$ cat src/hw/rtl/psu_pkg.sv
// ----------------------------------------------------------------------------
// PNG scanline unfilter package
// Shared constants, register indexes, filter codes, the stage token type and
// the Paeth predictor.
// ----------------------------------------------------------------------------
package psu_pkg;

   // Default sizes
   localparam int DEF_MAX_ROW_BYTES = 8192;
   localparam int DEF_MAX_BPP       = 4;

   // Field and register widths
   localparam int BYTE_W      = 8;
   localparam int BPP_W       = 3;
   localparam int ROW_BYTES_W = 14;
   localparam int CSR_DATA_W  = 14;
   localparam int CSR_INDEX_W = 1;

   // Register indexes
   localparam logic [CSR_INDEX_W-1:0] CSR_BYTES_PER_PIXEL = 1'd0;
   localparam logic [CSR_INDEX_W-1:0] CSR_ROW_BYTES       = 1'd1;

   // Filter type codes
   localparam logic [2:0] FILT_NONE  = 3'd0;
   localparam logic [2:0] FILT_SUB   = 3'd1;
   localparam logic [2:0] FILT_UP    = 3'd2;
   localparam logic [2:0] FILT_AVG   = 3'd3;
   localparam logic [2:0] FILT_PAETH = 3'd4;

   // Work handed from the control stage to the reconstruction stage
   typedef enum logic [1:0] {
      TOK_DATA  = 2'd0,
      TOK_CLEAR = 2'd1,
      TOK_ERROR = 2'd2
   } tok_kind_type;

   typedef struct packed {
      tok_kind_type       kind;
      logic [2:0]         filt;
      logic               first_row;
      logic               row_end;
      logic [BYTE_W-1:0]  x;
   } token_type;

   // Paeth predictor, ties go to a, then b
   function automatic logic [BYTE_W-1:0] paeth_pick(input logic [BYTE_W-1:0] a,
                                                     input logic [BYTE_W-1:0] b,
                                                     input logic [BYTE_W-1:0] c);
      logic signed [10:0] sa;
      logic signed [10:0] sb;
      logic signed [10:0] sc;
      logic signed [10:0] da;
      logic signed [10:0] db;
      logic signed [10:0] dc;
      logic [10:0]        pa;
      logic [10:0]        pb;
      logic [10:0]        pc;
      logic [BYTE_W-1:0]  pick;
      sa = signed'({3'b000, a});
      sb = signed'({3'b000, b});
      sc = signed'({3'b000, c});
      da = sb - sc;
      db = sa - sc;
      dc = sa + sb - sc - sc;
      pa = (da < 0) ? 11'(-da) : 11'(da);
      pb = (db < 0) ? 11'(-db) : 11'(db);
      pc = (dc < 0) ? 11'(-dc) : 11'(dc);
      if (pa <= pb && pa <= pc) begin
         pick = a;
      end else if (pb <= pc) begin
         pick = b;
      end else begin
         pick = c;
      end
      return pick;
   endfunction

endpackage

$ cat src/hw/rtl/psu_recon.sv
// ----------------------------------------------------------------------------
// PNG scanline unfilter reconstruction stage
// Rebuilds each byte from the left, above and above-left bytes, writes it back
// to the row memory and loads the response register.
// ----------------------------------------------------------------------------
module psu_recon #(
   parameter int  MAX_ROW_BYTES = psu_pkg::DEF_MAX_ROW_BYTES,
   parameter int  MAX_BPP       = psu_pkg::DEF_MAX_BPP,
   localparam int ADDR_W        = $clog2(MAX_ROW_BYTES),
   localparam int BPP_IW        = (MAX_BPP > 1) ? $clog2(MAX_BPP) : 1
) (
   input  logic                        clock,
   input  logic                        reset,
   input  logic                        accept,
   input  logic                        tok_valid,
   input  psu_pkg::token_type          tok,
   input  logic [ADDR_W-1:0]           tok_addr,
   input  logic [BPP_IW-1:0]           bpp_sel,
   input  logic [psu_pkg::BYTE_W-1:0]  above_data,
   output logic                        take_ready,
   output logic                        wr_en,
   output logic [ADDR_W-1:0]           wr_addr,
   output logic [psu_pkg::BYTE_W-1:0]  wr_data,
   output logic                        rsp_valid,
   input  logic                        rsp_ready,
   output logic [psu_pkg::BYTE_W-1:0]  rsp_pixel_byte,
   output logic                        rsp_row_end,
   output logic                        rsp_status
);

   logic                       s1_valid_ff;
   logic                       s1_valid_in;
   psu_pkg::token_type         s1_tok_ff;
   logic [ADDR_W-1:0]          s1_addr_ff;
   logic [psu_pkg::BYTE_W-1:0] left_ff   [MAX_BPP];
   logic [psu_pkg::BYTE_W-1:0] left_in   [MAX_BPP];
   logic [psu_pkg::BYTE_W-1:0] upleft_ff [MAX_BPP];
   logic [psu_pkg::BYTE_W-1:0] upleft_in [MAX_BPP];
   logic                       out_valid_ff;
   logic                       out_valid_in;
   logic [psu_pkg::BYTE_W-1:0] out_byte_ff;
   logic                       out_row_end_ff;
   logic                       out_status_ff;

   logic                       out_free;
   logic                       fire;
   logic [psu_pkg::BYTE_W-1:0] a;
   logic [psu_pkg::BYTE_W-1:0] b;
   logic [psu_pkg::BYTE_W-1:0] c;
   logic [psu_pkg::BYTE_W:0]   avg_sum;
   logic [psu_pkg::BYTE_W-1:0] pred;
   logic [psu_pkg::BYTE_W-1:0] r;

   // Handshake: a filter byte leaves without a response
   assign out_free   = !out_valid_ff || rsp_ready;
   assign fire       = s1_valid_ff && ((s1_tok_ff.kind == psu_pkg::TOK_CLEAR) || out_free);
   assign take_ready = !s1_valid_ff || fire;

   // Predict and rebuild the byte
   always_comb begin
      a       = left_ff[bpp_sel];
      c       = upleft_ff[bpp_sel];
      b       = s1_tok_ff.first_row ? '0 : above_data;
      avg_sum = {1'b0, a} + {1'b0, b};
      case (s1_tok_ff.filt)
         psu_pkg::FILT_SUB:   pred = a;
         psu_pkg::FILT_UP:    pred = b;
         psu_pkg::FILT_AVG:   pred = avg_sum[psu_pkg::BYTE_W:1];
         psu_pkg::FILT_PAETH: pred = psu_pkg::paeth_pick(a, b, c);
         default:             pred = '0;
      endcase
      r = s1_tok_ff.x + pred;
   end

   // Write back the rebuilt byte as the row above
   assign wr_en   = fire && (s1_tok_ff.kind == psu_pkg::TOK_DATA);
   assign wr_addr = s1_addr_ff;
   assign wr_data = r;

   // Shift the left and above-left history, clear it at a filter byte
   always_comb begin
      for (int k = 0; k < MAX_BPP; k++) begin
         left_in[k]   = left_ff[k];
         upleft_in[k] = upleft_ff[k];
      end
      if (fire) begin
         if (s1_tok_ff.kind == psu_pkg::TOK_DATA) begin
            left_in[0]   = r;
            upleft_in[0] = b;
            for (int k = 1; k < MAX_BPP; k++) begin
               left_in[k]   = left_ff[k-1];
               upleft_in[k] = upleft_ff[k-1];
            end
         end else begin
            for (int k = 0; k < MAX_BPP; k++) begin
               left_in[k]   = '0;
               upleft_in[k] = '0;
            end
         end
      end
   end

   // Stage and response valid
   always_comb begin
      s1_valid_in = s1_valid_ff;
      if (fire) begin
         s1_valid_in = 1'b0;
      end
      if (accept && tok_valid) begin
         s1_valid_in = 1'b1;
      end
      out_valid_in = out_valid_ff;
      if (rsp_ready) begin
         out_valid_in = 1'b0;
      end
      if (fire && (s1_tok_ff.kind != psu_pkg::TOK_CLEAR)) begin
         out_valid_in = 1'b1;
      end
   end

   always_ff @(posedge clock) begin
      if (reset) begin
         s1_valid_ff  <= 1'b0;
         out_valid_ff <= 1'b0;
         for (int k = 0; k < MAX_BPP; k++) begin
            left_ff[k]   <= '0;
            upleft_ff[k] <= '0;
         end
      end else begin
         s1_valid_ff  <= s1_valid_in;
         out_valid_ff <= out_valid_in;
         for (int k = 0; k < MAX_BPP; k++) begin
            left_ff[k]   <= left_in[k];
            upleft_ff[k] <= upleft_in[k];
         end
      end
   end

   // Load the stage payload
   always_ff @(posedge clock) begin
      if (accept && tok_valid) begin
         s1_tok_ff  <= tok;
         s1_addr_ff <= tok_addr;
      end
   end

   // Load the response payload
   always_ff @(posedge clock) begin
      if (fire) begin
         case (s1_tok_ff.kind)
            psu_pkg::TOK_DATA: begin
               out_byte_ff    <= r;
               out_row_end_ff <= s1_tok_ff.row_end;
               out_status_ff  <= 1'b0;
            end
            psu_pkg::TOK_ERROR: begin
               out_byte_ff    <= '0;
               out_row_end_ff <= 1'b0;
               out_status_ff  <= 1'b1;
            end
            default: begin
            end
         endcase
      end
   end

   assign rsp_valid      = out_valid_ff;
   assign rsp_pixel_byte = out_byte_ff;
   assign rsp_row_end    = out_row_end_ff;
   assign rsp_status     = out_status_ff;

endmodule

$ cat config.mk
export PLATFORM = sky130hd
export DESIGN_NAME = psu_recon
export DESIGN_NICKNAME = d
export VERILOG_FILES = /design/src/hw/rtl/psu_pkg.sv /design/src/hw/rtl/psu_recon.sv
export SDC_FILE = /design/constraint.sdc
export NUM_CORES = 1
export LEC_CHECK = 0
export BUFFER_PORTS_ARGS = -buffer_cell sky130_fd_sc_hd__buf_2
export CAP_MARGIN = 5
export CORE_MARGIN = 4
export CORE_UTILIZATION = 65
export CTS_BUF_LIST = sky130_fd_sc_hd__clkbuf_16
export DETAILED_ROUTE_END_ITERATION = 10
export GPL_ROUTABILITY_DRIVEN = 0
export PLACE_DENSITY = 0.94
export SLEW_MARGIN = 5
export SYNTH_ARGS = -nofsm -noshare
export SYNTH_HDL_FRONTEND = slang
export SYNTH_SLANG_ARGS = --single-unit
$ cat constraint.sdc
create_clock -name clock -period 18.05 [get_ports clock]
set_clock_uncertainty 0.15 [all_clocks]
set_input_delay 0.9025 -clock clock [delete_from_list [all_inputs] [get_ports clock]]
set_output_delay 0.9025 -clock clock [all_outputs]
set_load 0.005 [all_outputs]
==> results by group, run 1 <==
Synth
  • Ys async rst share: 0%
  • Avg Cell Area, Syn: 10.2 µm²
  • Synth area leaders: edfxtp_1 (22%), ha_1 (14%), dfxtp_1 (13%)
  • Post-Syn Area: 0.00747 mm²
  • Number of synthesized flops with an enable pin: 54
  • Largest area contributor in the netlist: edfxtp_1
  • Post-Syn Instances: 732
  • Share of the synthesized area in the top cell type: 21.7%
  • Seq/Total Area, Yosys: 35.1%
  • Netlist cell types: 60
  • Ys Warns: 0
  • Synth Flop Type: edfxtp_1
  • Synth Register Bits: 104

Final layout
  • Finished Layout Cells: 953
  • Number of antenna diodes: 0
  • Final core occ: 75.3%
  • Proportion of layout cells with a drive suffix above 1: 15.0%
  • Commonest non-fill, non-tap cell in the layout: ha_1
  • Layout Nets: 945
  • Layout area overhead: 11.1%
  • Most frequent cells in the layout: ha_1 (81), buf_2 (76), inv_1 (58), edfxtp_1 (54), dfxtp_1 (50)

Timing
  • RSZ-0062 raised after global routing: false
  • Worst Max-Slew Pin Slew: 1.14 ns
  • Period utilization: 59.9%
  • Setup violators final: 0
  • Rel. slew slack: 23.8%
  • Final hold viol count: 0
  • F_max: 92.5 MHz
  • Post-layout min period: 10.81 ns
  • Final setup TNS: 0 ns
  • Pins Over Slew Limit: 0

Outcome
  • Status: finished clean

Critical path
  • Most used cell, CP: a21oi_1
  • Crit Path Max Fanout: 16
  • R2r worst-path depth: 36
  • CP peak stage delay: 0.71 ns
  • Slowest CP cell: mux4_2
  • Kind of critical path: input port to output port
  • Crit end category: output port
  • CP required: 17.00 ns
  • CP arrival: 9.75 ns
  • Startpoint class of the critical path: input port

Drt
  • # DRC: 0
  • Drt total wl: 19.6 mm
  • Vias: 6252
  • Vias per std cell: 6.56
  • Pre-Repair DR Iteration Count: 7
  • Initial drt markers: 749
  • Drt wl/cell: 20.6 µm
  • ANT nets after route: 0

Placement
  • DP HPWL: 15.1 mm
  • Placed cells: 937
  • IO Port Bufs: 76

CTS
  • Root Buffer: clkbuf_16
  • Worst-path clk slew: 0.07 ns
  • CTS Buf Count: 9
  • CTS tree: built
  • Num Clock Sinks: 104
  • Clock Latency Late Sink: 0.35 ns
  • Setup bufs post-CTS: 0
  • Resized cells post-CTS: 0
  • Worst-case clock buffer depth: 2
  • Post-CTS Hold Fix Bufs: 0
  • H-Tree Depth: 3

Die
  • Top-Level Pins: 77
  • Floorplan core area: 0.0110 mm²
  • Die Y: 115 µm
  • Area of the die: 0.0133 mm²
  • Std cell rows: 38
  • Initial Utilization: 67.7%
  • Chip width: 115 µm

Global routing
  • Total gr overflow: 0
  • Global-route wire length before repair: 31.7 mm
  • GRT Util Overall: 30.5%
  • Largest net degree at the start of global routing: 65
  • Vias in the first global route: 6354
  • Initial antenna violation count: 0

Worst hold path
  • Hold WC Path Type: flip-flop to flip-flop
  • Hold path depth: 1

Pwr
  • Worst IR Drop VDD: 0.115 mV
  • Design Power: 892 µW
  • Pleak: 0.00352 µW
  • Cell Pwr Density: 107 mW/mm²

Run
  • Max Cap Viol: 0
## worst max-delay path: cells and delay by family
family,cells,cell delay [ns]
xor+xnor,3,0.51
mux,2,0.92
fa+ha+maj,5,1.60
buf+inv,5,0.91
simple gates,5,1.40
compound gates,17,3.51
## final timing paths
check,from,slack (ns),end
max,bpp_sel[0],7.24,wr_data[7]
max reg2reg,s1_tok_ff[9]$_DFFE_PP_,8.61,rsp_pixel_byte[7]$_SDFFCE_PP0P_
min,upleft_ff[2][6]$_SDFFE_PP0P_,0.36,upleft_ff[2][6]$_SDFFE_PP0P_
min reg2reg,upleft_ff[2][6]$_SDFFE_PP0P_,0.36,upleft_ff[2][6]$_SDFFE_PP0P_
## layout make-up
| cell class | instances | area (µm²) |
|---|---|---|
| Clock buffer | 9 | 225 |
| Tap cell | 140 | 175 |
| Clock inverter | 7 | 70.1 |
| Inverter | 57 | 214 |
| Sequential cell | 104 | 2620 |
| Timing Repair Buffer | 78 | 395 |
| Multi-Input combinational cell | 558 | 4600 |
| Fill cell | 713 | 2730 |
## registers in the layout (all words and copies together), names as in the netlist
register and count:
s1_tok_ff 15, upleft_ff 32, rsp_row_end 1, wr_addr 13
left_ff 32, rsp_pixel_byte 8, s1_valid_ff 1, rsp_status 1
rsp_valid 1
## routing by layer
metal	vias to the layer above	global-route usage, %	part of all wire [%]
met5	-	0	0
met4	0	16.1	5.6
met3	99	4.79	7.7
met2	342	52.8	50
met1	2973	36.6	37
li1	2838	-	-
## report_power, final
group | switching, µW | internal [µW] | leakage, µW
sequential | 4.55 | 258 | 0.000925
combinational | 261 | 175 | 0.00245
clock | 86.9 | 108 | 0.000147
total | 352 | 540 | 0.00352
## synth_stat cells, types with 3 or more instances
cell type / count
a211oi_1: 4
a21o_1: 12
a21oi_1: 40
a22o_1: 48
a22oi_1: 9
and2_1: 22
and3_1: 3
buf_2: 3
clkbuf_1: 17
dfxtp_1: 50
edfxtp_1: 54
fa_1: 13
ha_1: 81
inv_1: 57
mux2_2: 3
mux2i_1: 7
mux4_2: 16
nand2_1: 24
nand2b_1: 12
nand3_1: 5
nand4_1: 4
nor2_1: 49
nor2b_1: 27
nor3_1: 14
o211ai_1: 3
o21a_1: 18
o21ai_0: 29
o21bai_1: 4
o221ai_1: 3
o22ai_1: 3
o31a_1: 5
o31ai_1: 4
or4_1: 3
xnor2_1: 30
xor2_1: 22
## cells by family (layout without fill, tap and decap cells)
| logic type | count (synthesis) | count (layout) | synth area share (%) |
|---|---|---|---|
| DFF | 104 | 104 | 35.1 |
| adders and majority gates | 94 | 94 | 17.0 |
| muxes | 26 | 26 | 6.21 |
| AOI/OAI and AO/OA | 199 | 199 | 19.1 |
| other | 2 | 10 | 0.101 |
| and+or+nand+nor | 177 | 177 | 12.4 |
| buffers and inverters | 78 | 151 | 3.97 |
| xor gates and xnor gates | 52 | 52 | 6.10 |
## stage by stage
stage / area, µm² / hold WS (ns) / setup slack, ns
global route: 8300 / 0.376 / 6.74
detailed placement: 8010 / 0.335 / 7.42
CTS: 8300 / 0.354 / 7.39
floorplan: 7500 / 0.308 / 8.67
global placement: 8010 / 0.322 / 7.90
finish: 8300 / 0.359 / 7.24
No activity file was read; power rests on OpenSTA's default activity.
==> run 2: changes to the inputs <==
Settings changed: CORE_UTILIZATION 65 to 60, PLACE_DENSITY 0.94 to 0.88.
Clock period 18.05 ns to 10.81 ns, I/O delays scaled along.
==> run 2 against run 1 <==
Net effect: critical path depth down 1; cell count up 3.0%; utilization down 6.3 points; global-route usage down 4.2 points; combinational power up 64%; clock power up 68%; worst setup slack worse by 6.5 ns; largest power group unchanged; register-to-register slack worse by 7.2 ns; sequential power up 67%; cell area up 0.63%; die area up 7.7%; critical endpoint unchanged.
==> results by group, run 2 (synthesis gave the netlist of run 1 again) <==
Placement
  • Placed Instance Area: 0.00805 mm² (was 0.00801 mm²)
  • IO Port Bufs: 76 (unchanged)
  • DP HPWL: 14.6 mm (was 15.1 mm)
  • Post-place setup slack: 0.950 ns (was 7.42 ns)

Worst hold path
  • Hold path start: tok_addr[2] (was upleft_ff[2][6]$_SDFFE_PP0P_)
  • Hold WC Path Type: input port to flip-flop (was flip-flop to flip-flop)
  • Hold Path Sink: wr_addr[2]$_DFFE_PP_ (was upleft_ff[2][6]$_SDFFE_PP0P_)
  • Hold path depth: 1 (unchanged)

CTS
  • H-Tree Depth: 3 (unchanged)
  • Worst-case clock buffer depth: 2 (unchanged)
  • CTS tree: built (unchanged)
  • Post-CTS Hold Fix Bufs: 0 (unchanged)
  • Resized cells post-CTS: 0 (unchanged)
  • Worst-path clk slew: 0.07 ns (about the same)
  • Num Clock Sinks: 104 (unchanged)
  • CTS Buf Count: 9 (unchanged)
  • Setup bufs post-CTS: 0 (unchanged)
  • Root Buffer: clkbuf_16 (unchanged)
  • Clock Latency Late Sink: 0.35 ns (about the same)

Critical path
  • Kind of critical path: flip-flop to output port (was input port to output port)
  • CP required: 10.12 ns (was 17.00 ns)
  • CP arrival: 9.37 ns (was 9.75 ns)
  • CP peak stage delay: 0.67 ns (was 0.71 ns)
  • Crit Path Max Fanout: 8 (was 16)
  • Crit end category: output port (unchanged)
  • R2r worst-path depth: 36 (unchanged)
  • Worst R2R Start: s1_tok_ff[9]$_DFFE_PP_ (unchanged)
  • RR Endpoint: rsp_pixel_byte[7]$_SDFFCE_PP0P_ (unchanged)
  • Worst R2R Setup Slack: 1.44 ns (was 8.61 ns)
  • Slowest CP cell: nor2b_1 (was mux4_2)
  • Startpoint class of the critical path: flip-flop (was input port)
  • Most used cell, CP: a21oi_1 (unchanged)

Final layout
  • Final instance area: 0.00836 mm² (was 0.00830 mm²)
  • Commonest non-fill, non-tap cell in the layout: ha_1 (unchanged)
  • Number of antenna diodes: 0 (unchanged)
  • FILL cells: 925 (was 713)
  • Most frequent cells in the layout: ha_1 (81), buf_2 (76), inv_1 (57), edfxtp_1 (54), dfxtp_1 (50) (was ha_1 (81), buf_2 (76), inv_1 (58), edfxtp_1 (54), dfxtp_1 (50))
  • Proportion of layout cells with a drive suffix above 1: 15.4% (was 15.0%)
  • Final core occ: 69.0% (was 75.3%)
  • Register area: 0.00262 mm² (unchanged)
  • Layout Nets: 946 (was 945)
  • Multi-input gate area: 0.00460 mm² (unchanged)
  • Layout area overhead: 11.8% (was 11.1%)
  • Top flop regs: left_ff (32), upleft_ff (32), s1_tok_ff (15) (unchanged)

Die
  • Area of the die: 0.0143 mm² (was 0.0133 mm²)
  • Top-Level Pins: 77 (unchanged)
  • Std cell rows: 40 (was 38)
  • Chip width: 120 µm (was 115 µm)
  • Die Y: 120 µm (was 115 µm)
  • Floorplan core area: 0.0121 mm² (was 0.0110 mm²)
  • Initial Utilization: 61.7% (was 67.7%)

Timing
  • Post-layout min period: 10.06 ns
  • Final setup TNS: 0 ns (unchanged)
  • RSZ-0062 raised after global routing: false (unchanged)
  • Period utilization: 93.1%
  • Worst Max-Slew Pin Slew: 1.13 ns (was 1.14 ns)
  • Rel. slew slack: 24.6% (was 23.8%)
  • Worst setup margin: 0.745 ns (was 7.24 ns)
  • Pins Over Slew Limit: 0 (unchanged)
  • Final hold viol count: 0 (unchanged)
  • Worst hold margin: 0.214 ns (was 0.359 ns)
  • F_max: 99.4 MHz
  • Setup violators final: 0 (unchanged)

Global routing
  • Total gr overflow: 0 (unchanged)
  • Vias in the first global route: 6178 (was 6354)
  • Initial antenna violation count: 0 (unchanged)
  • GRT Util Overall: 26.4% (was 30.5%)
  • Global-route wire length before repair: 30.4 mm (was 31.7 mm)
  • Largest net degree at the start of global routing: 65 (unchanged)

Drt
  • Drt total wl: 18.9 mm (was 19.6 mm)
  • Drt wl/cell: 19.3 µm (was 20.6 µm)
  • # DRC: 0 (unchanged)
  • Pre-Repair DR Iteration Count: 7 (unchanged)
  • ANT nets after route: 0 (unchanged)
  • Initial drt markers: 773 (was 749)
  • Vias per std cell: 6.29 (was 6.56)
  • Vias: 6177 (was 6252)

Run
  • Max Cap Viol: 0 (unchanged)

Pwr
  • Cell Pwr Density: 177 mW/mm² (was 107 mW/mm²)
  • Worst IR Drop VDD: 0.151 mV (was 0.115 mV)
  • Pleak: 0.00353 µW (was 0.00352 µW)

Outcome
  • Status: finished clean (unchanged)
## run 2: changes by cell type in the layout (fill, tap and decap cells not counted), sizes merged
cell,previous run,this run
clkinv,2,3
buf,78,79
inv,60,59
## run 2: layout make-up
cell class	instances	area share, %
Tap cell	168	2.52
Multi-Input combinational cell	558	55.1
Inverter	57	2.56
Clock buffer	9	2.70
Sequential cell	104	31.4
Timing Repair Buffer	79	4.82
Clock inverter	7	0.958
## run 2: through the flow
| step | cells | total power (µW) |
|---|---|---|
| 6_report | 982 | 1480 |
| 5_1_grt | 982 | 1580 |
| 4_1_cts | 982 | 1470 |
| 3_5_place_dp | 966 | 1140 |
| 3_3_place_gp | 966 | 1100 |
| 2_1_floorplan | 740 | 977 |
## run 2: critical path: cells and delay by family (launching register included)
kind | cells | cell delay, ns
DFF | 1 | 0.53
muxes | 1 | 0.20
adders and majority gates | 5 | 1.73
xor gates and xnor gates | 3 | 0.64
buffers and inverters | 4 | 0.54
and+or+nand+nor | 6 | 2.05
AOI/OAI and AO/OA | 17 | 3.33
## run 2: layer usage
metal	vias up	share of wire, %	wire, µm	track usage [%]
li1	2839	-	-	-
met3	78	6.1	1150	3.72
met1	2970	39	7370	32.1
met4	0	4.4	839	12.0
met2	290	50	9550	46.4
met5	-	0	0	0
## run 2: worst max path at each step
stage | start | slack [ns] | end | cells after the start
detailed placement | bpp_sel[0] | 0.95 | wr_data[7] | 37
global route | bpp_sel[0] | 0.11 | wr_data[7] | 38
floorplan | bpp_sel[0] | 2.15 | wr_data[7] | 38
finish | s1_tok_ff[9]$_DFFE_PP_ | 0.75 | wr_data[7] | 36
global placement | bpp_sel[0] | 1.36 | wr_data[7] | 37
CTS | s1_tok_ff[9]$_DFFE_PP_ | 0.89 | wr_data[7] | 36
## run 2: report_power, final
part / switching, µW / internal [µW]
clock network: 145 / 182
logic: 425 / 290
registers: 7.17 / 430
