**config.mk**
```make
export PLATFORM = sky130hd
export DESIGN_NAME = psu_ctrl
export DESIGN_NICKNAME = d
export VERILOG_FILES = /design/src/hw/rtl/psu_pkg.sv /design/src/hw/rtl/psu_ctrl.sv
export SDC_FILE = /design/constraint.sdc
export NUM_CORES = 1
export LEC_CHECK = 0
export ABC_CLOCK_PERIOD_IN_PS = 2950
export BUFFER_PORTS_ARGS = -buffer_cell sky130_fd_sc_hd__buf_4
export CAP_MARGIN = 15
export CORE_ASPECT_RATIO = 0.7
export CORE_MARGIN = 2
export CORE_UTILIZATION = 54
export CTS_CLUSTER_DIAMETER = 120
export DETAILED_ROUTE_END_ITERATION = 8
export HOLD_SLACK_MARGIN = 0.1
export PLACE_DENSITY_LB_ADDON = 0.1
export SETUP_SLACK_MARGIN = 0.15
export SYNTH_ARGS = -nofsm -noshare
export SYNTH_HDL_FRONTEND = slang
export SYNTH_SLANG_ARGS = --single-unit
```
**constraint.sdc**
```tcl
create_clock -name clock -period 2.95 [get_ports clock]
set_input_delay 0.295 -clock clock [delete_from_list [all_inputs] [get_ports clock]]
set_output_delay 0.295 -clock clock [all_outputs]
set_load 0.05 [all_outputs]
```
**src/hw/rtl/psu_pkg.sv**
```systemverilog
// ----------------------------------------------------------------------------
// PNG scanline unfilter package
// Shared constants, register indexes, filter codes, the stage token type and
// the Paeth predictor.
// ----------------------------------------------------------------------------
package psu_pkg;

   // Default sizes
   localparam int DEF_MAX_ROW_BYTES = 8192;
   localparam int DEF_MAX_BPP       = 4;

   // Field and register widths
   localparam int BYTE_W      = 8;
   localparam int BPP_W       = 3;
   localparam int ROW_BYTES_W = 14;
   localparam int CSR_DATA_W  = 14;
   localparam int CSR_INDEX_W = 1;

   // Register indexes
   localparam logic [CSR_INDEX_W-1:0] CSR_BYTES_PER_PIXEL = 1'd0;
   localparam logic [CSR_INDEX_W-1:0] CSR_ROW_BYTES       = 1'd1;

   // Filter type codes
   localparam logic [2:0] FILT_NONE  = 3'd0;
   localparam logic [2:0] FILT_SUB   = 3'd1;
   localparam logic [2:0] FILT_UP    = 3'd2;
   localparam logic [2:0] FILT_AVG   = 3'd3;
   localparam logic [2:0] FILT_PAETH = 3'd4;

   // Work handed from the control stage to the reconstruction stage
   typedef enum logic [1:0] {
      TOK_DATA  = 2'd0,
      TOK_CLEAR = 2'd1,
      TOK_ERROR = 2'd2
   } tok_kind_type;

   typedef struct packed {
      tok_kind_type       kind;
      logic [2:0]         filt;
      logic               first_row;
      logic               row_end;
      logic [BYTE_W-1:0]  x;
   } token_type;

   // Paeth predictor, ties go to a, then b
   function automatic logic [BYTE_W-1:0] paeth_pick(input logic [BYTE_W-1:0] a,
                                                     input logic [BYTE_W-1:0] b,
                                                     input logic [BYTE_W-1:0] c);
      logic signed [10:0] sa;
      logic signed [10:0] sb;
      logic signed [10:0] sc;
      logic signed [10:0] da;
      logic signed [10:0] db;
      logic signed [10:0] dc;
      logic [10:0]        pa;
      logic [10:0]        pb;
      logic [10:0]        pc;
      logic [BYTE_W-1:0]  pick;
      sa = signed'({3'b000, a});
      sb = signed'({3'b000, b});
      sc = signed'({3'b000, c});
      da = sb - sc;
      db = sa - sc;
      dc = sa + sb - sc - sc;
      pa = (da < 0) ? 11'(-da) : 11'(da);
      pb = (db < 0) ? 11'(-db) : 11'(db);
      pc = (dc < 0) ? 11'(-dc) : 11'(dc);
      if (pa <= pb && pa <= pc) begin
         pick = a;
      end else if (pb <= pc) begin
         pick = b;
      end else begin
         pick = c;
      end
      return pick;
   endfunction

endpackage

```
**src/hw/rtl/psu_ctrl.sv**
```systemverilog
// ----------------------------------------------------------------------------
// PNG scanline unfilter control stage
// Holds the configuration registers, tracks column, filter type, first row and
// error hold, issues the row memory read per request and a token unless held.
// ----------------------------------------------------------------------------
module psu_ctrl #(
   parameter int  MAX_ROW_BYTES = psu_pkg::DEF_MAX_ROW_BYTES,
   parameter int  MAX_BPP       = psu_pkg::DEF_MAX_BPP,
   localparam int COL_W         = $clog2(MAX_ROW_BYTES + 1),
   localparam int ADDR_W        = $clog2(MAX_ROW_BYTES),
   localparam int BPP_IW        = (MAX_BPP > 1) ? $clog2(MAX_BPP) : 1
) (
   input  logic                             clock,
   input  logic                             reset,
   input  logic                             csr_wr_en,
   input  logic [psu_pkg::CSR_INDEX_W-1:0]  csr_index,
   input  logic [psu_pkg::CSR_DATA_W-1:0]   csr_wdata,
   input  logic                             accept,
   input  logic [psu_pkg::BYTE_W-1:0]       raw_byte,
   input  logic                             image_start,
   output logic                             tok_valid,
   output psu_pkg::token_type               tok,
   output logic [ADDR_W-1:0]                rd_addr,
   output logic [BPP_IW-1:0]                bpp_sel
);

   localparam int RB_CW = (COL_W > psu_pkg::ROW_BYTES_W) ? COL_W : psu_pkg::ROW_BYTES_W;

   logic [psu_pkg::BPP_W-1:0]       bpp_ff;
   logic [psu_pkg::BPP_W-1:0]       bpp_in;
   logic [psu_pkg::ROW_BYTES_W-1:0] row_bytes_ff;
   logic [psu_pkg::ROW_BYTES_W-1:0] row_bytes_in;
   logic [COL_W-1:0]                column_ff;
   logic [COL_W-1:0]                column_in;
   logic [2:0]                      filt_ff;
   logic [2:0]                      filt_in;
   logic                            first_row_ff;
   logic                            first_row_in;
   logic                            hold_ff;
   logic                            hold_in;

   logic [3:0]       bpp_wide;
   logic [RB_CW-1:0] rb_wide;
   logic [COL_W-1:0] rb_eff;
   logic [COL_W-1:0] col;
   logic             first;
   logic             hold;

   // Clamp the registers into their working ranges
   always_comb begin
      bpp_wide = {1'b0, bpp_ff};
      if (bpp_wide == 4'd0) begin
         bpp_wide = 4'd1;
      end else if (bpp_wide > 4'(MAX_BPP)) begin
         bpp_wide = 4'(MAX_BPP);
      end
      rb_wide = RB_CW'(row_bytes_ff);
      if (rb_wide == '0) begin
         rb_wide = RB_CW'(1);
      end else if (rb_wide > RB_CW'(MAX_ROW_BYTES)) begin
         rb_wide = RB_CW'(MAX_ROW_BYTES);
      end
      rb_eff = COL_W'(rb_wide);
   end

   assign bpp_sel = BPP_IW'(bpp_wide - 4'd1);

   // Take configuration writes
   always_comb begin
      bpp_in       = bpp_ff;
      row_bytes_in = row_bytes_ff;
      if (csr_wr_en) begin
         case (csr_index)
            psu_pkg::CSR_BYTES_PER_PIXEL: begin
               bpp_in = csr_wdata[psu_pkg::BPP_W-1:0];
            end
            psu_pkg::CSR_ROW_BYTES: begin
               row_bytes_in = csr_wdata[psu_pkg::ROW_BYTES_W-1:0];
            end
            default: begin
            end
         endcase
      end
   end

   // Sort the request into drop, filter byte, bad filter or data byte
   always_comb begin
      col          = image_start ? '0 : column_ff;
      first        = image_start ? 1'b1 : first_row_ff;
      hold         = image_start ? 1'b0 : hold_ff;
      column_in    = column_ff;
      filt_in      = filt_ff;
      first_row_in = first_row_ff;
      hold_in      = hold_ff;
      tok_valid    = 1'b0;
      tok.kind      = psu_pkg::TOK_DATA;
      tok.filt      = filt_ff;
      tok.first_row = first;
      tok.row_end   = 1'b0;
      tok.x         = raw_byte;
      rd_addr       = ADDR_W'(col - COL_W'(1));
      if (accept) begin
         column_in    = col;
         first_row_in = first;
         hold_in      = hold;
         if (!hold) begin
            tok_valid = 1'b1;
            if (col == '0) begin
               if (raw_byte > 8'(psu_pkg::FILT_PAETH)) begin
                  tok.kind = psu_pkg::TOK_ERROR;
                  hold_in  = 1'b1;
               end else begin
                  tok.kind  = psu_pkg::TOK_CLEAR;
                  filt_in   = raw_byte[2:0];
                  column_in = COL_W'(1);
               end
            end else if (col >= rb_eff) begin
               tok.row_end  = 1'b1;
               column_in    = '0;
               first_row_in = 1'b0;
            end else begin
               column_in = col + COL_W'(1);
            end
         end
      end
   end

   // Advance control state
   always_ff @(posedge clock) begin
      if (reset) begin
         bpp_ff       <= psu_pkg::BPP_W'(1);
         row_bytes_ff <= psu_pkg::ROW_BYTES_W'(1);
         column_ff    <= '0;
         filt_ff      <= psu_pkg::FILT_NONE;
         first_row_ff <= 1'b1;
         hold_ff      <= 1'b0;
      end else begin
         bpp_ff       <= bpp_in;
         row_bytes_ff <= row_bytes_in;
         column_ff    <= column_in;
         filt_ff      <= filt_in;
         first_row_ff <= first_row_in;
         hold_ff      <= hold_in;
      end
   end

endmodule

```
==> metrics, run 1 <==
DRT Pass-1 Iters=5; first-pass GRT wire length=about 11000 um; IR drop worst, VDD=around 0.21 mV; relative slew slack=53.6%; Cell Area, Synth=between 2000 and 3000 um^2; drt total wl=~6700 um; crit path time final=roughly 2.7 ns; Leak=between 1 and 1.5 nW; post-synthesis sequential area ratio=28.2%; worst-margin pin slew=0.695 ns; DP HPWL=5040 um; initial DRC count=approximately 240; ant diodes=0; initial core utilization=between 50% and 60%; die width=approximately 86 um; synthesized flop and latch total=36; worst-case clock buffer depth=2; Net Count, Synth=around 380; via count=around 2600; gpl congestion=0.904; critical path arrival=2.43 ns; Routed wire per std cell=approximately 15 um; placed cells=around 440; H-tree depth=2; EDFF count, synth=0; Area Overhead vs Synth=24.7%; Global Route Usage Sum=between 20% and 30%; syn_area_per_cell=7.61 um^2; CP endpoint kind=output pin; status=complete, no violations; CTS Buf Count=5; CP Class=reg -> out; power density cells=~360 nW/um^2; Crit Path Max Fanout=7; DR vias/cell=around 5.8; Fmax=0.367 GHz; unrepaired setup endpoints after global routing=yes; required time of the critical path=about 2.7 ns; root buffer cell=clkbuf_8; clock latency on the worst-skew pair=about 0.29 ns; fin crit share=roughly 90%; cell row count=20; Max Slew Vio Count=0; Core Region=4450 um^2; Finished Cell Area=approximately 3200 um^2; I/O pin count=59; ys async rst share=0%; Clock Sink Count=36; initial antenna violation count=0; Overall Power=~1.2 mW; Remaining Overflow, GRT=0; hold crit path type=in -> reg; Top FF cell, synth=dfxtp_1; setup violators final=0; Startpoint Class=register; full die area=around 5300 um^2; IO buf count=58; Die H=61.6 um; Fin. Hold Viols=0; Residual DRC=0; CTS tree=built; fraction of layout cells with a size suffix above 1=27.8%; vias in the first global route=between 2000 and 2500; number of nets in the layout=approximately 440; yosys warns=0; Cell Area, Placed=3020 um^2; Antenna Nets Post-Route=0; hold_buf cts=0; Netlist cell types=just under 60; most common cell after layout, fill and taps aside=buf_4; Max Cap Viol=0; most frequent cells in the layout=buf_4, nand2_1, dfxtp_1, nor2_1, a21oi_1; Reg clk slew, reported paths=0.07 ns; Final Instance Count excl. Fillers=between 400 and 500; setup_tns=0 ns; fillcell total=384; pin count of the biggest net entering global routing=40; Synth Instances=roughly 340; Setup Skew=~0.0074 ns
[worst paths after layout]
| path | startpoint | end | slack, ns | cells past startpoint |
|---|---|---|---|---|
| max | column_ff[1] | tok[8] | 0.22 | 9 |
| min | csr_wdata[0] | row_bytes_ff[0] | 0.25 | 3 |
| max reg2reg | column_ff[9] | column_ff[8] | 0.33 | 9 |
| min reg2reg | row_bytes_ff[11] | row_bytes_ff[11] | 0.47 | 2 |
[per-layer routing]
metal | up-vias | share of wire, % | global-route usage [%]
met2 | 124 | 41 | 38.2
met1 | 1164 | 47 | 38.5
met3 | 13 | 10 | 8.31
met5 | - | 0 | 0
li1 | 1292 | - | -
met4 | 0 | 1.5 | 6.25
[power breakdown]
group | internal [mW] | switching (mW) | total, mW
Combinational | 0.117 | 0.191 | 0.308
Clock | 0.160 | 0.169 | 0.330
Sequential | 0.500 | 0.0138 | 0.514
[what timing repair did]
action	CTS	global route
setup buffers	1	3
gates resized for setup	3	10
setup endpoints to repair	1	10
pin swaps	1	8
[cell families (layout without fill, tap and decap cells)]
kind of cell / count (synthesis) / in the layout / synth area share [%]
DFF: 36 / 36 / 28.2
buffers and inverters: 38 / 94 / 7.73
muxes: 8 / 8 / 3.18
xor gates and xnor gates: 11 / 11 / 3.77
and+or+nand+nor: 160 / 160 / 32.4
AOI/OAI and AO/OA: 66 / 66 / 16.4
adders and majority gates: 17 / 17 / 8.32
[final cells by class]
type / instances / area, um^2 / share of cell area [%]
Multi-Input combinational cell: 262 / 1710 / 53.7
Clock buffer: 6 / 72.6 / 2.28
Timing Repair Buffer: 74 / 559 / 17.5
Inverter: 13 / 48.8 / 1.53
Clock inverter: 1 / 5.00 / 0.157
Sequential cell: 36 / 723 / 22.7
Tap cell: 55 / 68.8 / 2.16
[worst max-delay path, cell delays in order, from the launching register on]
cell     delay (ns)
dfxtp_1        0.38
nor2b_2        0.30
inv_1          0.10
ha_1           0.20
nor4b_1        0.15
and4b_4        0.25
nor2_4         0.24
nand2_2        0.15
nor2_2         0.18
buf_6          0.18
[sequential cells by signal (all words and copies together) (netlist names)]
signal	count
bpp_ff	3
column_ff	14
filt_ff	3
first_row_ff	1
hold_ff	1
row_bytes_ff	14
[per-stage QoR]
| step | util, % | worst slack [ns] | hold WS (ns) |
|---|---|---|---|
| after floorplan | - | 0.160 | 0.419 |
| after global placement | 67.9 | 0.304 | 0.463 |
| after detailed placement | 67.9 | 0.268 | 0.462 |
| after CTS | 70.1 | 0.195 | 0.249 |
| after global routing | 71.6 | 0.0919 | 0.244 |
| final | 71.6 | 0.223 | 0.247 |
[cell usage after synthesis (8+ instances only)]
cell	number	area share [%]
xor2_1	8	2.7
buf_4	12	3.5
nor2b_1	9	2.2
dfxtp_1	36	28
nor3_1	10	2.0
o21ai_0	8	1.6
ha_1	17	8.3
nand2_1	54	7.9
inv_1	12	1.8
nand3_1	9	1.8
nor2_1	32	4.7
a21oi_1	26	5.1
nand4_1	12	2.9
No activity file was read; power rests on OpenSTA's default activity.
==> inputs of run 2 (changes only) <==
--- a/config.mk
+++ b/config.mk
@@ -8,9 +8,11 @@
 export ABC_CLOCK_PERIOD_IN_PS = 2950
 export BUFFER_PORTS_ARGS = -buffer_cell sky130_fd_sc_hd__buf_4
 export CAP_MARGIN = 15
+export CELL_PAD_IN_SITES_DETAIL_PLACEMENT = 0
+export CELL_PAD_IN_SITES_GLOBAL_PLACEMENT = 2
 export CORE_ASPECT_RATIO = 0.7
 export CORE_MARGIN = 2
-export CORE_UTILIZATION = 54
+export CORE_UTILIZATION = 30
 export CTS_CLUSTER_DIAMETER = 120
 export DETAILED_ROUTE_END_ITERATION = 8
 export HOLD_SLACK_MARGIN = 0.1
==> run 2 against run 1 <==
Critical path depth rose by 2. Design area rose by 5.2%. First-iteration DRC count fell by 20%. Die area rose by 75%. Final cell count rose by 12%. Largest power group is now the clock network. Clock skew fell by 0.0016 ns. Clock-buffer cell count rose by 1. Sequential cell count did not move. Global-route usage fell by 9.5 points. Critical path type unchanged. Via count fell by 1.9%. Sequential share of layout area fell by 1.1 points.
==> metrics, run 2 (synthesis gave the netlist of run 1 again) <==
cells along the critical path=nor4_2 > nand4_1 > nand2_1 > nand2_2 > ha_4 > nand4_1 > o211ai_1 > a21oi_1 > buf_4 > nor2_4 > buf_6; GR Layer Usage met2=around 24%; clock latency on the worst-skew pair=around 0.28 ns; unrepaired setup endpoints after global routing=yes; Remaining Overflow, GRT=0; Leak=1.41 nW; cell row count=28; initial antenna violation count=0; CTS Buf Count=5; fraction of layout cells with a size suffix above 1=between 20 and 30%; Crit Path Max Fanout=3; crit path time final=2.72 ns; Antenna Nets Post-Route=0; Final Instance Count excl. Fillers=501; Core Util, Final=about two fifths; setup violators final=0; Crit path largest cell delay=roughly 0.33 ns; Clock Sink Count=36; Startpoint Class=register; vias in the first global route=2401; Worst Path Buf+Inv=2; CP endpoint kind=output pin; drt total wl=between 7000 and 8000 um; hold_buf cts=0; Global Route Usage Sum=16.9%; WHS=0.256 ns; relative slew slack=between 50% and 60%; power density cells=~400 nW/um^2; status=complete, no violations; Overall Power=~1.4 mW; Die H=81.3 um; fin crit share=between 90% and 100%; CP max-delay cell=dfxtp_2; Most Crowded Layer GR=met1; via count=between 2000 and 3000; met3 Resource Use GR=under 10%; Setup Skew=approximately 0.0058 ns; top flop regs=column_ff x14, row_bytes_ff x14; CP Class=reg -> out; most common cell after layout, fill and taps aside=buf_4; fillcell total=slightly below 900; gpl congestion=approximately 0.78; root buffer cell=clkbuf_16; Max Slew Vio Count=0; DR vias/cell=a little over 5; most frequent cells in the layout=buf_4, nand2_1, dfxtp_1, nor2_1, a21oi_1; CTS tree=built; hold crit path type=in -> reg; IR drop worst, VDD=0.177 mV; H-tree depth=2; Core Region=8370 um^2; IO buf count=58; number of nets in the layout=~440; die width=about 110 um; ant diodes=0; Fin. Hold Viols=0; DRT Pass-1 Iters=4; cell repeated most along the worst path=nand4_1; setup_tns=0 ns; Routed wire per std cell=roughly 15 um; full die area=between 9000 and 10000 um^2; GRT met1 Usage=roughly 26%; Max Cap Viol=0; worst-margin pin slew=between 0.6 and 0.7 ns; pin count of the biggest net entering global routing=40; Largest delay share family, worst path=simple AND/OR/NAND/NOR gates; first-pass GRT wire length=about 12000 um; Residual DRC=0; required time of the critical path=between 2 and 3 ns; initial core utilization=slightly above 30%; DP HPWL=about 5800 um; Area Overhead vs Synth=31.2%; I/O pin count=59; worst-case clock buffer depth=2; Fmax=between 0.3 and 0.4 GHz; critical path arrival=roughly 2.4 ns; initial DRC count=roughly 190; Reg clk slew, reported paths=about 0.050 ns; placed cells=489
-- run 2: cell count changes in the layout (fill, tap and decap cells not counted), moves of 3 or more --
cell and delta:
a21oi_1 +3, a21oi_2 -3, buf_4 +3, clkbuf_16 +5
clkbuf_8 -3
-- run 2: final timing paths --
check	from	to	slack (ns)	cells after the start
worst max-delay path	row_bytes_ff[3]	tok[8]	0.23	11
worst min-delay path	csr_wdata[0]	row_bytes_ff[0]	0.26	3
worst max register to register	row_bytes_ff[3]	column_ff[1]	0.34	12
worst min register to register	row_bytes_ff[10]	row_bytes_ff[10]	0.47	2
-- run 2: area by class of cell --
class	count	area [um^2]	area share (%)
repair buffers	77	582	17.3
inverters	13	52.6	1.57
well taps	105	131	3.91
flip-flops and latches	36	724	21.6
repair inverters	1	5.00	0.149
multi-input cells	262	1710	50.9
clock buffers	7	153	4.55
-- run 2: power breakdown --
group	total, mW	switching, mW	internal, mW
registers	0.514	0.0136	0.501
clock network	0.548	0.194	0.354
logic	0.301	0.193	0.109
total	1.36	0.400	0.964
-- run 2: worst register-to-register path, stage by stage (launching register included) --
cell	delay [ns]
dfxtp_2	0.33
nor4_2	0.33
nand4_1	0.15
a21oi_1	0.16
ha_1	0.23
nand2b_1	0.14
a21oi_1	0.14
o211ai_1	0.12
a21oi_1	0.17
buf_4	0.16
buf_4	0.20
nand3_1	0.10
a311oi_1	0.27
-- run 2: layer usage --
metal,vias to the layer above,part of all wire [%]
met5,-,0
met4,0,0.94
met3,6,6.8
met2,78,39
met1,1161,54
li1,1300,-
-- run 2: stage by stage --
step | setup WS, ns | instance area (um^2)
2_1_floorplan | 0.160 | 2580
3_3_place_gp | 0.0857 | 3110
3_5_place_dp | 0.175 | 3110
4_1_cts | 0.185 | 3280
5_1_grt | 0.0916 | 3360
6_report | 0.227 | 3360
-- run 2: timing repair --
| item | CTS | global route |
|---|---|---|
| endpoints found under the setup margin | 1 | 5 |
| buffers inserted | 1 | 3 |
| gates resized for setup | 2 | 12 |
| gates cloned | 0 | 1 |
| pin swaps | 0 | 8 |
==> inputs of run 3 (changes only) <==
--- a/config.mk
+++ b/config.mk
@@ -5,6 +5,7 @@
 export SDC_FILE = /design/constraint.sdc
 export NUM_CORES = 1
 export LEC_CHECK = 0
+export ABC_AREA = 1
 export ABC_CLOCK_PERIOD_IN_PS = 2950
 export BUFFER_PORTS_ARGS = -buffer_cell sky130_fd_sc_hd__buf_4
 export CAP_MARGIN = 15
@@ -12,7 +13,7 @@
 export CELL_PAD_IN_SITES_GLOBAL_PLACEMENT = 2
 export CORE_ASPECT_RATIO = 0.7
 export CORE_MARGIN = 2
-export CORE_UTILIZATION = 30
+export CORE_UTILIZATION = 29
 export CTS_CLUSTER_DIAMETER = 120
 export DETAILED_ROUTE_END_ITERATION = 8
 export HOLD_SLACK_MARGIN = 0.1
==> run 3 against run 2 <==
Hold slack lost 0.080 ns. Global-route usage fell by 0.80 points. Sequential cell count stayed put.
==> metrics, run 3 <==
Fin. Hold Viols=0; DRT Pass-1 Iters=4; CP Class=reg -> out; EDFF count, synth=0; CP endpoint kind=output pin; power density cells=~530 nW/um^2; synth cell count leaders=nand2_1, nor2_1, inv_1; largest cells by area after synthesis=dfxtp_1, nand2_1, ha_1; syn_area_per_cell=roughly 6.6 um^2; combinational fraction of design power=a little over 40%; Leak=1.72 nW; register area=between 700 and 800 um^2; initial antenna violation count=0; unrepaired setup endpoints after global routing=yes; Global Route Usage Sum=between 15 and 20%; DP HPWL=around 5800 um; first-pass GRT wire length=between 10000 and 15000 um; most common cell after layout, fill and taps aside=nand2_1; Setup Skew=~0.0048 ns; Startpoint Class=register; worst-case clock buffer depth=2; CP max-delay cell=dfxtp_2; Max Slew Vio Count=0; Top FF cell, synth=dfxtp_1; required time of the critical path=between 2 and 3 ns; cell internal pwr=1.12 mW; fraction of layout cells with a size suffix above 1=29.1%; fin crit share=between 90% and 100%; top flop regs=column_ff x14, row_bytes_ff x14; Residual DRC=0; gpl congestion=~0.75; Sw Ratio=roughly two fifths; CTS tree=built; cells along the critical path=nor2_1 > nand2_1 > nor4_4 > a31o_2 > nand2_1 > ha_1 > nand2_1 > nor2_2 > nand2_1 > nand3_2 > nand2_2 > nand3_4 > nand3_4 > nor2_4 > buf_8; via count=between 2000 and 3000; most frequent cell after synthesis=nand2_1; status=complete, no violations; power share of the clock group=~30%; H-tree depth=2; cell row count=28; Yosys top cell by area=dfxtp_1; Fmax=approximately 0.34 GHz; Net Count, Synth=between 400 and 500; IR drop worst, VDD=slightly below 0.2 mV; Remaining Overflow, GRT=0; I/O pin count=59; synthesized flop and latch total=36; Crit Path Max Fanout=6; Core Region=8620 um^2; DR vias/cell=~4.6; initial core utilization=30.4%; clock latency on the worst-skew pair=slightly below 0.3 ns; setup slack at placement=-0.0446 ns; drt total wl=approximately 7800 um; number of nets in the layout=511; total net switching power=between 700 and 800 uW; Netlist cell types=30; placed cells=~570; setup violators final=0; most frequent cells in the layout=nand2_1, buf_4, nor2_1, inv_1, o21ai_0; relative slew slack=a little under a third; Cell Area, Synth=approximately 2600 um^2; vias in the first global route=roughly 2500; Worst Path Buf+Inv=1; footprint of the multi-input gates=roughly 1700 um^2; Setup WS post-layout=0.0237 ns; post-synthesis sequential area ratio=27.5%; critical path arrival=2.63 ns; crit path time final=just under 3 ns; Largest delay share family, worst path=simple AND/OR/NAND/NOR gates; die width=between 100 and 150 um; initial DRC count=~120; Clock Sink Count=36; Area Overhead vs Synth=35.2%; Synth Instances=between 300 and 400; worst-margin pin slew=~1.0 ns; Die H=approximately 84 um; Final Instance Count excl. Fillers=around 600; CTS Buf Count=5; Crit path largest cell delay=between 0.3 and 0.4 ns; root buffer cell=clkbuf_16; sequential fraction of design power=between 20% and 30%; IO buf count=between 50 and 60; post-synth top area share=~28%; Max Cap Viol=0; cell repeated most along the worst path=nand2_1; ys async rst share=0%; fillcell total=966; yosys warns=0; pin count of the biggest net entering global routing=35; ant diodes=0; full die area=about 9800 um^2; Reg clk slew, reported paths=approximately 0.06 ns; Antenna Nets Post-Route=0; Routed wire per std cell=between 10 and 15 um; hold crit path type=in -> reg
run 3: what timing repair did:
action,CTS,global route
hold buffers,0,0
setup buffers,7,3
cloned,1,1
pin swaps,11,11
gates resized for setup,16,22
setup endpoints to repair,12,14
run 3: logic make-up after synthesis:
logic type / count (synthesis) / synth area share, %
flops: 36 / 27.5
compound gates: 62 / 12.1
simple gates: 200 / 34.9
fa+ha+maj: 17 / 8.12
xor+xnor: 18 / 6.02
buf+inv: 66 / 11.4
run 3: metrics by stage:
stage	TNS (ns)	cell area (um^2)	total power, mW	hold slack, ns	util, %
2_1_floorplan	0	2630	1.03	0.364	-
3_3_place_gp	0	3170	1.24	0.439	36.8
3_5_place_dp	-0.0446	3170	1.24	0.440	36.8
4_1_cts	0	3440	1.83	0.175	39.9
5_1_grt	-0.937	3540	1.98	0.168	41.1
6_report	0	3540	1.87	0.177	41.1
run 3: power by group through the flow:
stage	Sequential, mW	Clock [mW]	Combinational [mW]
2_1_floorplan	0.547	0	0.485
3_3_place_gp	0.552	0	0.689
3_5_place_dp	0.553	0	0.690
4_1_cts	0.543	0.566	0.723
5_1_grt	0.548	0.595	0.839
6_report	0.543	0.551	0.775
run 3: routing by layer:
| layer | global-route usage, % | routed length, um | part of all wire [%] |
|---|---|---|---|
| met5 | 0 | 0 | 0 |
| met4 | 3.61 | 68 | 0.87 |
| met2 | 23.4 | 3110 | 40 |
| met1 | 23.8 | 4260 | 55 |
| met3 | 4.10 | 334 | 4.3 |
run 3: worst register-to-register path, delay by kind of cell (launching register included):
kind | cells | cell delay (ns)
AO/OA/AOI/OAI | 1 | 0.13
adder cells (fa/ha/maj) | 1 | 0.21
buffers and inverters | 6 | 0.65
flip-flops | 1 | 0.33
AND/OR/NAND/NOR | 14 | 1.39
run 3: cell type report:
cell class / instances / area share [%]
inverters: 48 / 5.30
flip-flops and latches: 36 / 20.5
well taps: 120 / 4.24
repair buffers: 76 / 16.8
clock inverters: 2 / 0.282
multi-input cells: 299 / 48.9
clock buffers: 6 / 3.92
run 3: worst paths after layout:
| kind | to | depth (start not counted) | start | slack (ns) |
|---|---|---|---|---|
| worst max-delay path | tok[8] | 15 | row_bytes_ff[7] | 0.02 |
| worst min-delay path | column_ff[0] | 2 | reset | 0.18 |
| worst max register to register | column_ff[13] | 22 | row_bytes_ff[7] | 0.15 |
| worst min register to register | first_row_ff | 2 | first_row_ff | 0.45 |
